**src/sv/ultrasonic_echo_range_timer_macros.svh**
```systemverilog
// Assertion macros for the echo range timer.
// Included by the RTL files that carry concurrent assertions; no other dependencies.
`ifndef ULTRASONIC_ECHO_RANGE_TIMER_MACROS_SVH
`define ULTRASONIC_ECHO_RANGE_TIMER_MACROS_SVH

// Same-cycle implication, disabled during reset.
`define UERT_ASSERT_NOW(label, clk, rst_n, ante, cons) \
    label: assert property (@(posedge clk) disable iff (!rst_n) (ante) |-> (cons)) \
        else $error("uert assertion failed");

// Next-cycle implication, disabled during reset.
`define UERT_ASSERT_NEXT(label, clk, rst_n, ante, cons) \
    label: assert property (@(posedge clk) disable iff (!rst_n) (ante) |=> (cons)) \
        else $error("uert assertion failed");

`endif

```
**src/sv/uert_pkg.sv**
```systemverilog
// Shared types and constants for the echo range timer.
// No dependencies; imported by uert_ctrl, the top level, the checker and the testbench.
package uert_pkg;

    typedef enum logic [3:0] {
        PH_IDLE = 4'b0001,
        PH_TRIG = 4'b0010,
        PH_WAIT = 4'b0100,
        PH_HIGH = 4'b1000
    } phase_t;

    typedef enum logic [1:0] {
        ST_OK      = 2'd0,
        ST_RANGE   = 2'd1,
        ST_TIMEOUT = 2'd2
    } status_t;

    localparam logic [7:0] CFG_TRIGGER_WIDTH = 8'd0;
    localparam logic [7:0] CFG_MIN_ECHO      = 8'd1;
    localparam logic [7:0] CFG_MAX_ECHO      = 8'd2;
    localparam logic [7:0] CFG_TIMEOUT_MARGIN = 8'd3;

    localparam int          SINCE_BITS = 17;
    localparam logic [16:0] SINCE_MAX  = 17'h1FFFF;
    localparam logic [10:0] DIST_SCALE = 11'd1114;
    localparam int          DIST_BITS  = 19;
    localparam int          PROD_BITS  = 27;

    typedef struct packed {
        logic [7:0]  trigger_width;
        logic [15:0] min_echo;
        logic [15:0] max_echo;
        logic [15:0] timeout_margin;
    } cfg_t;

    typedef struct packed {
        logic                 trigger_level;
        logic                 done_res;
        status_t              status;
        logic [DIST_BITS-1:0] distance_q8_cm;
        logic                 busy_res;
    } result_t;

endpackage

```
**src/sv/uert_ctrl.sv**
```systemverilog
// Measurement sequencer: phase, trigger/echo counters and result computation.
// Depends on uert_pkg and ultrasonic_echo_range_timer_macros.svh.
`include "ultrasonic_echo_range_timer_macros.svh"

module uert_ctrl #(
    parameter int COUNT_BITS = 16
) (
    input  logic             clk,
    input  logic             rst_n,
    input  logic             accept,
    input  logic             start_req,
    input  logic             tick,
    input  logic             echo_level,
    input  uert_pkg::cfg_t    cfg,
    output uert_pkg::result_t res
);
    import uert_pkg::*;

    localparam logic [COUNT_BITS-1:0] WIDTH_MAX = {COUNT_BITS{1'b1}};

    phase_t                phase_reg, phase_next;
    logic [SINCE_BITS-1:0] since_reg, since_next, since_inc;
    logic [COUNT_BITS-1:0] width_reg, width_next;
    logic                  prev_echo_reg;
    logic                  rise, fall, in_band;
    logic [SINCE_BITS-1:0] limit;
    logic [31:0]           width_ext;
    logic [PROD_BITS-1:0]  product;

    assign rise      = !prev_echo_reg && echo_level;
    assign fall      = prev_echo_reg && !echo_level;
    assign since_inc = since_reg + 17'd1;
    assign limit     = {1'b0, cfg.max_echo} + {1'b0, cfg.timeout_margin};
    assign width_ext = 32'(width_next);
    assign in_band   = (width_ext >= 32'(cfg.min_echo)) && (width_ext <= 32'(cfg.max_echo));
    assign product   = PROD_BITS'(width_ext[15:0]) * PROD_BITS'(DIST_SCALE);

    always_comb
    begin
        phase_next         = phase_reg;
        since_next         = since_reg;
        width_next         = width_reg;
        res.done_res       = 1'b0;
        res.status         = ST_OK;
        res.distance_q8_cm = '0;
        unique case (phase_reg)
            PH_IDLE:
            begin
                if (start_req)
                begin
                    phase_next = PH_TRIG;
                    since_next = '0;
                    width_next = '0;
                end
            end
            PH_TRIG:
            begin
                if (tick)
                begin
                    if (since_inc >= SINCE_BITS'(cfg.trigger_width))
                    begin
                        phase_next = PH_WAIT;
                        since_next = '0;
                    end
                    else
                    begin
                        since_next = since_inc;
                    end
                end
            end
            PH_WAIT, PH_HIGH:
            begin
                if (tick)
                begin
                    if (since_reg != SINCE_MAX)
                    begin
                        since_next = since_inc;
                    end
                    if (phase_reg == PH_HIGH && width_reg != WIDTH_MAX)
                    begin
                        width_next = width_reg + COUNT_BITS'(1);
                    end
                end
                priority if (phase_reg == PH_HIGH && fall)
                begin
                    res.done_res = 1'b1;
                    phase_next   = PH_IDLE;
                    if (in_band)
                    begin
                        res.status         = ST_OK;
                        res.distance_q8_cm = product[PROD_BITS-1:8];
                    end
                    else
                    begin
                        res.status = ST_RANGE;
                    end
                end
                else if (since_next > limit)
                begin
                    res.done_res = 1'b1;
                    res.status   = ST_TIMEOUT;
                    phase_next   = PH_IDLE;
                end
                else if (phase_reg == PH_WAIT && rise)
                begin
                    phase_next = PH_HIGH;
                    width_next = '0;
                end
                else
                begin
                    phase_next = phase_reg;
                end
            end
            default:
            begin
                phase_next = PH_IDLE;
            end
        endcase
        res.trigger_level = (phase_next == PH_TRIG);
        res.busy_res      = (phase_next != PH_IDLE);
    end

    always_ff @(posedge clk or negedge rst_n)
    begin
        if (!rst_n)
        begin
            phase_reg     <= PH_IDLE;
            since_reg     <= '0;
            width_reg     <= '0;
            prev_echo_reg <= 1'b0;
        end
        else if (accept)
        begin
            phase_reg     <= phase_next;
            since_reg     <= since_next;
            width_reg     <= width_next;
            prev_echo_reg <= echo_level;
        end
    end

    `UERT_ASSERT_NEXT(a_start_enters_trigger, clk, rst_n,
        accept && phase_reg == PH_IDLE && start_req, phase_reg == PH_TRIG)
    `UERT_ASSERT_NEXT(a_hold_without_transaction, clk, rst_n,
        !accept, $stable(phase_reg) && $stable(since_reg) && $stable(width_reg))
    `UERT_ASSERT_NEXT(a_done_returns_idle, clk, rst_n,
        accept && res.done_res, phase_reg == PH_IDLE)
    `UERT_ASSERT_NOW(a_timeout_only_after_trigger, clk, rst_n,
        res.done_res && res.status == ST_TIMEOUT,
        phase_reg == PH_WAIT || phase_reg == PH_HIGH)

endmodule

```
**src/sv/ultrasonic_echo_range_timer.sv**
```systemverilog
// Top level of the ultrasonic echo range timer: config registers and output register.
// Depends on uert_pkg and uert_ctrl.
//
//   channel   direction  handshake              payload
//   in        input      in_valid / in_ready    start_req, tick, echo_level
//   out       output     out_valid / out_ready  trigger_level, done_res, status,
//                                               distance_q8_cm, busy_res
//   cfg       input      cfg_valid / cfg_ready  cfg_index, cfg_data
//
// One transaction per cycle unless the output stalls; each result appears the next cycle.
// in_ready is high while the output register is empty or being drained this cycle.
// An output stall holds the result and the sequencer state; nothing is dropped.
// Reset clears the phase and counters and loads the config defaults; cfg_ready is always high.
module ultrasonic_echo_range_timer #(
    parameter int COUNT_BITS = 16
) (
    input  logic        clk,
    input  logic        rst_n,
    input  logic        in_valid,
    output logic        in_ready,
    input  logic        start_req,
    input  logic        tick,
    input  logic        echo_level,
    output logic        out_valid,
    input  logic        out_ready,
    output logic        trigger_level,
    output logic        done_res,
    output logic [1:0]  status,
    output logic [18:0] distance_q8_cm,
    output logic        busy_res,
    input  logic        cfg_valid,
    output logic        cfg_ready,
    input  logic [7:0]  cfg_index,
    input  logic [15:0] cfg_data
);
    import uert_pkg::*;

    cfg_t    cfg_reg;
    result_t res_next, res_reg;
    logic    out_valid_reg;
    logic    accept;

    assign in_ready  = !out_valid_reg || out_ready;
    assign accept    = in_valid && in_ready;
    assign cfg_ready = 1'b1;

    uert_ctrl #(
        .COUNT_BITS(COUNT_BITS)
    ) u_ctrl (
        .clk       (clk),
        .rst_n     (rst_n),
        .accept    (accept),
        .start_req (start_req),
        .tick      (tick),
        .echo_level(echo_level),
        .cfg       (cfg_reg),
        .res       (res_next)
    );

    always_ff @(posedge clk or negedge rst_n)
    begin
        if (!rst_n)
        begin
            cfg_reg.trigger_width  <= 8'd10;
            cfg_reg.min_echo       <= 16'd116;
            cfg_reg.max_echo       <= 16'd23529;
            cfg_reg.timeout_margin <= 16'd10000;
        end
        else if (cfg_valid)
        begin
            unique case (cfg_index)
                CFG_TRIGGER_WIDTH:  cfg_reg.trigger_width  <= cfg_data[7:0];
                CFG_MIN_ECHO:       cfg_reg.min_echo       <= cfg_data;
                CFG_MAX_ECHO:       cfg_reg.max_echo       <= cfg_data;
                CFG_TIMEOUT_MARGIN: cfg_reg.timeout_margin <= cfg_data;
                default:            cfg_reg                <= cfg_reg;
            endcase
        end
    end

    always_ff @(posedge clk or negedge rst_n)
    begin
        if (!rst_n)
        begin
            out_valid_reg <= 1'b0;
        end
        else if (in_ready)
        begin
            out_valid_reg <= in_valid;
        end
    end

    always_ff @(posedge clk)
    begin
        if (accept)
        begin
            res_reg <= res_next;
        end
    end

    assign out_valid      = out_valid_reg;
    assign trigger_level  = res_reg.trigger_level;
    assign done_res       = res_reg.done_res;
    assign status         = 2'(res_reg.status);
    assign distance_q8_cm = res_reg.distance_q8_cm;
    assign busy_res       = res_reg.busy_res;

endmodule

```
**config.mk**
```make
export PLATFORM = sky130hd
export DESIGN_NAME = ultrasonic_echo_range_timer
export DESIGN_NICKNAME = d
export VERILOG_FILES = /design/src/sv/uert_pkg.sv /design/src/sv/uert_ctrl.sv /design/src/sv/ultrasonic_echo_range_timer.sv
export VERILOG_INCLUDE_DIRS = /design/src /design/src/sv
export SDC_FILE = /design/constraint.sdc
export NUM_CORES = 1
export LEC_CHECK = 0
export ABC_AREA = 0
export BUFFER_PORTS_ARGS = -buffer_cell sky130_fd_sc_hd__buf_2
export CAP_MARGIN = 5
export CORE_AREA = 2 2 187 189
export CTS_CLUSTER_SIZE = 8
export DETAILED_ROUTE_END_ITERATION = 7
export DIE_AREA = 0 0 189 191
export GPL_TIMING_DRIVEN = 0
export PLACE_DENSITY = 0.42
export SLEW_MARGIN = 20
export SYNTH_ARGS = -nofsm -noshare
export SYNTH_HDL_FRONTEND = slang
export SYNTH_SLANG_ARGS = --single-unit
```
**constraint.sdc**
```tcl
create_clock -name clk -period 15.75 [get_ports clk]
set_input_delay 3.15 -clock clk [delete_from_list [all_inputs] [get_ports clk]]
set_output_delay 3.15 -clock clk [all_outputs]
set_load 0.005 [all_outputs]
```
==> results of run 1 <==
## per-stage QoR
step	instances	total power, mW
after global placement	1540	0.624
after CTS	1575	1.03
after floorplan	1028	0.541
final	1575	1.01
after detailed placement	1543	0.630
after global routing	1575	1.08
## critical path: cells and delay by family
| family | cells | cell delay, ns |
|---|---|---|
| AOI/OAI and AO/OA | 5 | 1.34 |
| and+or+nand+nor | 11 | 2.64 |
| adders and majority gates | 7 | 2.75 |
| muxes | 1 | 0.67 |
| buffers and inverters | 5 | 0.88 |
| xor gates and xnor gates | 2 | 0.43 |
## final cells by class
cell class                      instances  area (µm²)
Fill cell                            3516       22500
Multi-Input combinational cell        779        6480
Sequential cell                       119        3130
Tap cell                              455         569
Clock buffer                           22         474
Inverter                              104         390
Timing Repair Buffer                   60         358
Buffer                                 26         106
Clock inverter                         10        93.8
## power by group through the flow
stage	registers [mW]	logic [mW]	clock network (mW)
6_report	0.357	0.267	0.387
3_3_place_gp	0.362	0.262	0
5_1_grt	0.360	0.306	0.412
2_1_floorplan	0.358	0.183	0
3_5_place_dp	0.362	0.268	0
4_1_cts	0.357	0.270	0.400
## cell families after synthesis
logic type               Yosys count  synth area share (%)
AND/OR/NAND/NOR                  263                  13.0
AO/OA/AOI/OAI                    211                  13.5
adder cells (fa/ha/maj)          196                  26.9
buffers and inverters            130                  4.93
flip-flops                       119                  31.1
XOR/XNOR                          55                  4.79
multiplexers                      53                  5.86
other                              1                0.0373
## routing by layer
metal | global-route usage, % | share of wire, % | wire length (µm)
met2 | 25.2 | 45 | 11700
met5 | 0 | 0 | 0
met1 | 21.4 | 52 | 13300
met3 | 2.13 | 2.0 | 512
met4 | 3.85 | 1.2 | 302
## cell usage in the layout, fill, tap and decap left out, drive strengths merged, types with 4 or more instances in the layout
master and n:
dfstp 22, mux2 44, o21ai 65, nor4 6
and4 5, nor2b 8, nand2b 10, and2 6
nand2 73, and3 9, edfxtp 24, ha 163
a31oi 7, fa 33, nor3 21, dfrtp 73
mux2i 9, clkbuf 44, a211oi 5, a21oi 61
o21a 12, o31ai 5, nand4 19, nand3 27
o41ai 5, buf 64, a21o 18, clkinv 4
inv 107, nor2 63, nand3b 4, nor3b 5
xor2 25, xnor2 30, o21bai 6, or3 4
a22o 9
## worst min path at each step
stage | startpoint | end | slack (ns)
after global routing | cfg_reg[45] | cfg_reg[45] | 0.53
after floorplan | cfg_reg[39] | cfg_reg[39] | 0.48
after detailed placement | cfg_reg[42] | cfg_reg[42] | 0.50
after global placement | cfg_reg[43] | cfg_reg[43] | 0.49
final | cfg_reg[47] | cfg_reg[47] | 0.51
after CTS | cfg_reg[44] | cfg_reg[44] | 0.51
==> summary.md, run 1 <==
| Metric | Value |
|---|---|
| Pre-antenna DRT Iters | `4` |
| Largest clock skew in the final design | `between 0.01 and 0.015 ns` |
| Asr flop ratio synth | `between 70% and 80%` |
| Actual transition at the worst max-transition pin | `1.16 ns` |
| Routed via count divided by cell count | `between 4 and 5` |
| Unrepaired setup endpoints after global routing | `no` |
| Yosys synthesis warning count | `0` |
| Sink Count | `approximately 120` |
| Tightest slew margin relative to the limit | `22.1%` |
| Most frequently used flop master after synthesis | `dfrtp_1` |
| Number of nets in the synthesized netlist | `1,256` |
| Congestion Overflow GR | `0` |
| Flip-flop count of the largest register, all copies and words added | `56` |
| Maximum capacitance violations | `0` |
| Global-route wire length before repair | `43.0 mm` |
| CTS clk-pin slew, worst paths | `~0.06 ns` |
| Least setup slack across all paths after layout | `4.01 ns` |
| Routed WL | `~26 mm` |
| Number of max-slew violations in the final report | `0` |
| Number of synthesized register bits | `119` |
| Worst Setup EP | `distance_q8_cm[13]` |
| Number of enable flip-flop cells after synthesis | `24` |
| Core Region | `34,100 µm²` |
| Cells after Synth | `between 1,000 and 1,500` |
| Chip width | `189 µm` |
| Cell accounting for the most synthesized area | `ha_1` |
| Net switching component of the power | `338 µW` |
| Vias in the first global route | `7,867` |
| Hold bufs inserted after CTS | `0` |
| Cell area after synthesis | `10,100 µm²` |
| TritonCTS buffer count | `17` |
| Resized Gates After CTS | `0` |
| Final-stage net count | `~1,300` |
| Post-Synthesis Mean Instance Area | `9.78 µm²` |
| Most numerous cell types in the synthesized netlist | `163 x ha_1, 103 x inv_1, 73 x dfrtp_1, 73 x nand2_1, 64 x o21ai_0` |
| Hold Vio Cnt, Final | `0` |
| Crit-path max FO | `10` |
| Sw Ratio | `33.4%` |
| Setup slack of the most critical reg-to-reg path | `4.61 ns` |
| P&R area growth vs syn | `15.3%` |
| Worst IR drop on VDD | `between 0.07 and 0.08 mV` |
| Crit Reg-Reg Endpoint | `distance_q8_cm[13]` |
| Top Ports | `59` |
| Combinational Power Share | `26.4%` |
| Setup bufs post-CTS | `0` |
| Critical Path Start | `tick` |
| GR Util All Layers | `15.4%` |
| Setup TNS | `0 ns` |
| FF-to-FF path depth | `38` |
| Crit-path max cell delay | `0.75 ns` |
| Cell at the root of the clock tree | `clkbuf_16` |
| Count of different cell masters after synthesis | `68` |
| Placed wire-length estimate | `between 20 and 25 mm` |
| Antenna violations before repair | `0` |
| Number of setup violations in the final report | `0` |
| Clock share of power | `38.3%` |
| Min-delay worst type | `flop to flop` |
| Most frequent cell after synthesis | `ha_1` |
| Number of input and output port buffers inserted | `57` |
| Layout cells sized above 1 | `between 10% and 20%` |
| Static Leak | `5.87 nW` |
| Endpoint type of the worst setup path | `flop` |
| Critical R2R Launch | `u_ctrl.since_reg[0]` |
| Register area share after synthesis | `31.1%` |
| Detail-routed net length per standard cell | `16.4 µm` |
| Vertical die dimension | `approximately 190 µm` |
| Hold depth | `1` |
| Number of DRC violations after detailed routing | `0` |
| Status | `completed` |
| Number of vias in the routed layout | `7,539` |
| Cell type of the slowest stage on the worst timing path | `nor3_1` |
| WS Path Type | `input pin to flop` |
| Core Util, Final | `34.0%` |
| Period utilization | `about three quarters` |
| Number of inserted diodes | `0` |
| Time the worst path needs with I/O delays and setup | `11.74 ns` |
| Critical path data arrival time | `11.90 ns` |
| Final antenna-violating net count | `0` |
| Starting Density | `between 20% and 30%` |
| Power per cell area | `87.1 nW/µm²` |
| Most Frequent Cell on Critical Path | `ha_1` |
| Main area contributors after synthesis | `ha_1 20%, dfrtp_1 18%, edfxtp_1 7.2%` |
| Proportion of power drawn by flip-flops and latches | `a little over a third` |
| Yosys top cell area share | `20.3%` |
| Placed instance area | `11,000 µm²` |
| Maximum count of clock buffers along a single path | `2` |
| Maximum level of the CTS H-tree | `4` |
| Largest net degree at the start of global routing | `56` |
| Die area | `between 30,000 and 40,000 µm²` |
| Cell-internal power | `673 µW` |
| Minimum setup slack after placement | `3.55 ns` |
| Critical path startpoint category | `input pin` |
| Iteration-0 DRC Markers | `340` |
| Post-Route Hold Slack | `0.506 ns` |
| Finished Cell Area | `11,600 µm²` |
| Clock latency on the worst-skew pair | `~0.43 ns` |
| Req. time, crit path | `15.91 ns` |
| TritonCTS clock tree | `done` |
| Final weighted congestion of routability-driven global placement | `around 0.78` |
| Std cell rows | `between 60 and 70` |
| Maximum clock rate | `85.2 MHz` |
Note: power is estimated with default switching activity, not from simulation.
==> run 2, diff against run 1 <==
- clock period: 15.75 -> 11.2 ns (I/O delays scaled with it)
==> run 2 against run 1 <==
Net effect:
- non-clock buffer count is the same
- utilization grew 0.20 points
- clock skew shrank 0.00051 ns
- design area grew 0.58%
- critical path depth grew 7
- global-route usage is the same
- register-to-register slack lost 3.8 ns
- worst hold slack is essentially flat
- combinational power grew 44%
- power grew 42%
- critical endpoint unchanged
- largest cell class unchanged
==> summary.md, run 2 (same netlist as run 1, synthesis figures left out) <==
| Metric | Value |
|---|---|
| Unrepaired setup endpoints after global routing | `no` |
| Cell type of the slowest stage on the worst timing path | `fa_1` |
| Vertical die dimension | `191 µm (unchanged)` |
| Hold Vio Cnt, Final | `0 (unchanged)` |
| Minimum setup slack after placement | `-0.0889 ns (-3.64 ns)` |
| Setup TNS | `0 ns (unchanged)` |
| Starting Density | `29.5% (unchanged)` |
| Setup bufs post-CTS | `0 (unchanged)` |
| Std cell rows | `68 (unchanged)` |
| Number of max-slew violations in the final report | `0 (unchanged)` |
| Endpoint type of the worst setup path | `flop` |
| Clock latency on the worst-skew pair | `0.43 ns (about the same)` |
| Number of setup violations in the final report | `0 (unchanged)` |
| Placed wire-length estimate | `20.1 mm (unchanged)` |
| Layout cells sized above 1 | `16.8% (+0.45 points)` |
| Least setup slack across all paths after layout | `0.825 ns (-3.18 ns)` |
| Most frequent standard cell in the layout excluding fill and tap cells | `ha_1` |
| P&R area growth vs syn | `16.0%` |
| Sink Count | `119 (unchanged)` |
| TritonCTS clock tree | `done` |
| Tightest slew margin relative to the limit | `29.6% (+7.5 points)` |
| Largest net degree at the start of global routing | `56 (unchanged)` |
| Number of vias in the routed layout | `7,601 (+0.82%)` |
| Final-stage net count | `1,335 (unchanged)` |
| Routed WL | `26.0 mm (+0.62%)` |
| Die area | `36,100 µm² (unchanged)` |
| Largest clock skew in the final design | `0.0123 ns (-0.000510 ns)` |
| Top Ports | `59 (unchanged)` |
| CTS clk-pin slew, worst paths | `0.06 ns (about the same)` |
| Period utilization | `92.6%` |
| Vias in the first global route | `7,867 (unchanged)` |
| Static Leak | `5.87 nW (about the same)` |
| Status | `completed` |
| Area taken by multi-input logic gates | `6540 µm² (+1.0%)` |
| Commonest non-fill, non-tap cells in the layout | `163 x ha_1, 103 x inv_1, 73 x nand2_1, 73 x dfrtp_1, 63 x o21ai_0` |
| Worst IR drop on VDD | `0.105 mV (+41%)` |
| Routed via count divided by cell count | `4.83 (+0.82%)` |
| Cell at the root of the clock tree | `clkbuf_16` |
| Maximum clock rate | `~96 MHz` |
| Min-delay worst type | `flop to flop` |
| Maximum level of the CTS H-tree | `4 (unchanged)` |
| # fillers | `3,520 (+0.11%)` |
| Congestion Overflow GR | `0 (unchanged)` |
| Hold bufs inserted after CTS | `0 (unchanged)` |
| TritonCTS buffer count | `17 (unchanged)` |
| Core Util, Final | `34.2% (+0.20 points)` |
| Global-route wire length before repair | `43.0 mm (unchanged)` |
| Power per cell area | `123 nW/µm² (+41%)` |
| Critical path data arrival time | `10.54 ns (-1.36 ns)` |
| Number of DRC violations after detailed routing | `0 (unchanged)` |
| Maximum capacitance violations | `0 (unchanged)` |
| Antenna violations before repair | `0 (unchanged)` |
| Maximum count of clock buffers along a single path | `2 (unchanged)` |
| Flip-flop count of the largest register, all copies and words added | `56 (unchanged)` |
| Crit-path max cell delay | `0.55 ns (-0.20 ns)` |
| Detail-routed net length per standard cell | `16.5 µm (+0.62%)` |
| Number of inserted diodes | `0 (unchanged)` |
| Total area of sequential cells | `3130 µm² (unchanged)` |
| Most Frequent Cell on Critical Path | `ha_1` |
| Time the worst path needs with I/O delays and setup | `10.38 ns` |
| Req. time, crit path | `11.36 ns (-4.55 ns)` |
| Final weighted congestion of routability-driven global placement | `0.776 (unchanged)` |
| Critical path startpoint category | `flop` |
| Crit-path max FO | `10 (unchanged)` |
| Pre-antenna DRT Iters | `6 (+2)` |
| Number of input and output port buffers inserted | `57 (unchanged)` |
| Core Region | `34,100 µm² (unchanged)` |
| Final antenna-violating net count | `0 (unchanged)` |
| GR Util All Layers | `15.4% (unchanged)` |
| Iteration-0 DRC Markers | `387 (+14%)` |
| WS Path Type | `flop to flop` |
| Chip width | `189 µm (unchanged)` |
| Actual transition at the worst max-transition pin | `1.03 ns (-0.137 ns)` |
-- run 2: cell types whose count changed in the layout (fill, tap and decap cells not counted) --
cell	previous run	this run
mux2i_4	0	5
mux2i_2	7	3
a22o_1	9	8
a22o_2	0	1
a31oi_1	5	4
a31oi_2	2	3
clkbuf_1	23	22
clkbuf_2	1	2
mux2i_1	2	1
nor3_1	19	18
nor3_4	0	1
-- run 2: power by group --
group	internal, mW	switching [mW]	total [mW]	leakage (nW)
registers	0.478	0.0241	0.502	1.42
clock network	0.324	0.221	0.545	0.277
logic	0.147	0.237	0.384	4.17
total	0.948	0.482	1.43	5.87
-- run 2: stage by stage --
step	power, mW	cells	hold slack [ns]	area (µm²)
2_1_floorplan	0.761	1028	0.479	10100
3_3_place_gp	0.878	1540	0.488	10900
3_5_place_dp	0.886	1543	0.495	11000
6_report	1.43	1575	0.506	11700
4_1_cts	1.44	1575	0.509	11600
5_1_grt	1.53	1575	0.526	11700
-- run 2: area by class of cell --
type	instances	area share, %
flip-flops and latches	119	26.8
well taps	455	4.88
plain buffers	26	0.923
repair buffers	60	3.07
multi-input cells	779	56.1
clock buffers	22	4.07
inverters	104	3.35
clock inverters	10	0.805
-- run 2: timing repair --
item,CTS,global route
endpoints found under the setup margin,0,16
gates resized for setup,0,12
hold endpoints to repair,0,0
-- run 2: per-layer routing --
| metal | up-vias | wire length, µm | GRT usage [%] |
|---|---|---|---|
| met5 | - | 0 | 0 |
| met4 | 0 | 231 | 3.85 |
| met3 | 16 | 553 | 2.13 |
| met2 | 74 | 11800 | 25.2 |
| met1 | 3699 | 13300 | 21.4 |
| li1 | 3812 | - | - |
-- run 2: final timing paths --
| check | start | to | slack, ns | cells after the start |
|---|---|---|---|---|
| setup / recovery | u_ctrl.since_reg[0] | distance_q8_cm[13] | 0.82 | 38 |
| hold / removal | cfg_reg[47] | cfg_reg[47] | 0.51 | 1 |
| setup reg to reg | u_ctrl.since_reg[0] | distance_q8_cm[13] | 0.82 | 38 |
| hold reg to reg | cfg_reg[47] | cfg_reg[47] | 0.51 | 1 |
| max in group asynchronous | rst_n | cfg_reg[30] | 8.77 | 2 |
| min in group asynchronous | rst_n | u_ctrl.since_reg[3] | 1.73 | 1 |
-- run 2: critical path, delay by kind of cell (launching register included) --
family,cells,cell delay (ns)
fa+ha+maj,9,3.33
xor+xnor,2,0.35
flops,1,0.50
buf+inv,5,0.83
mux,1,0.44
simple gates,16,3.30
compound gates,5,1.33
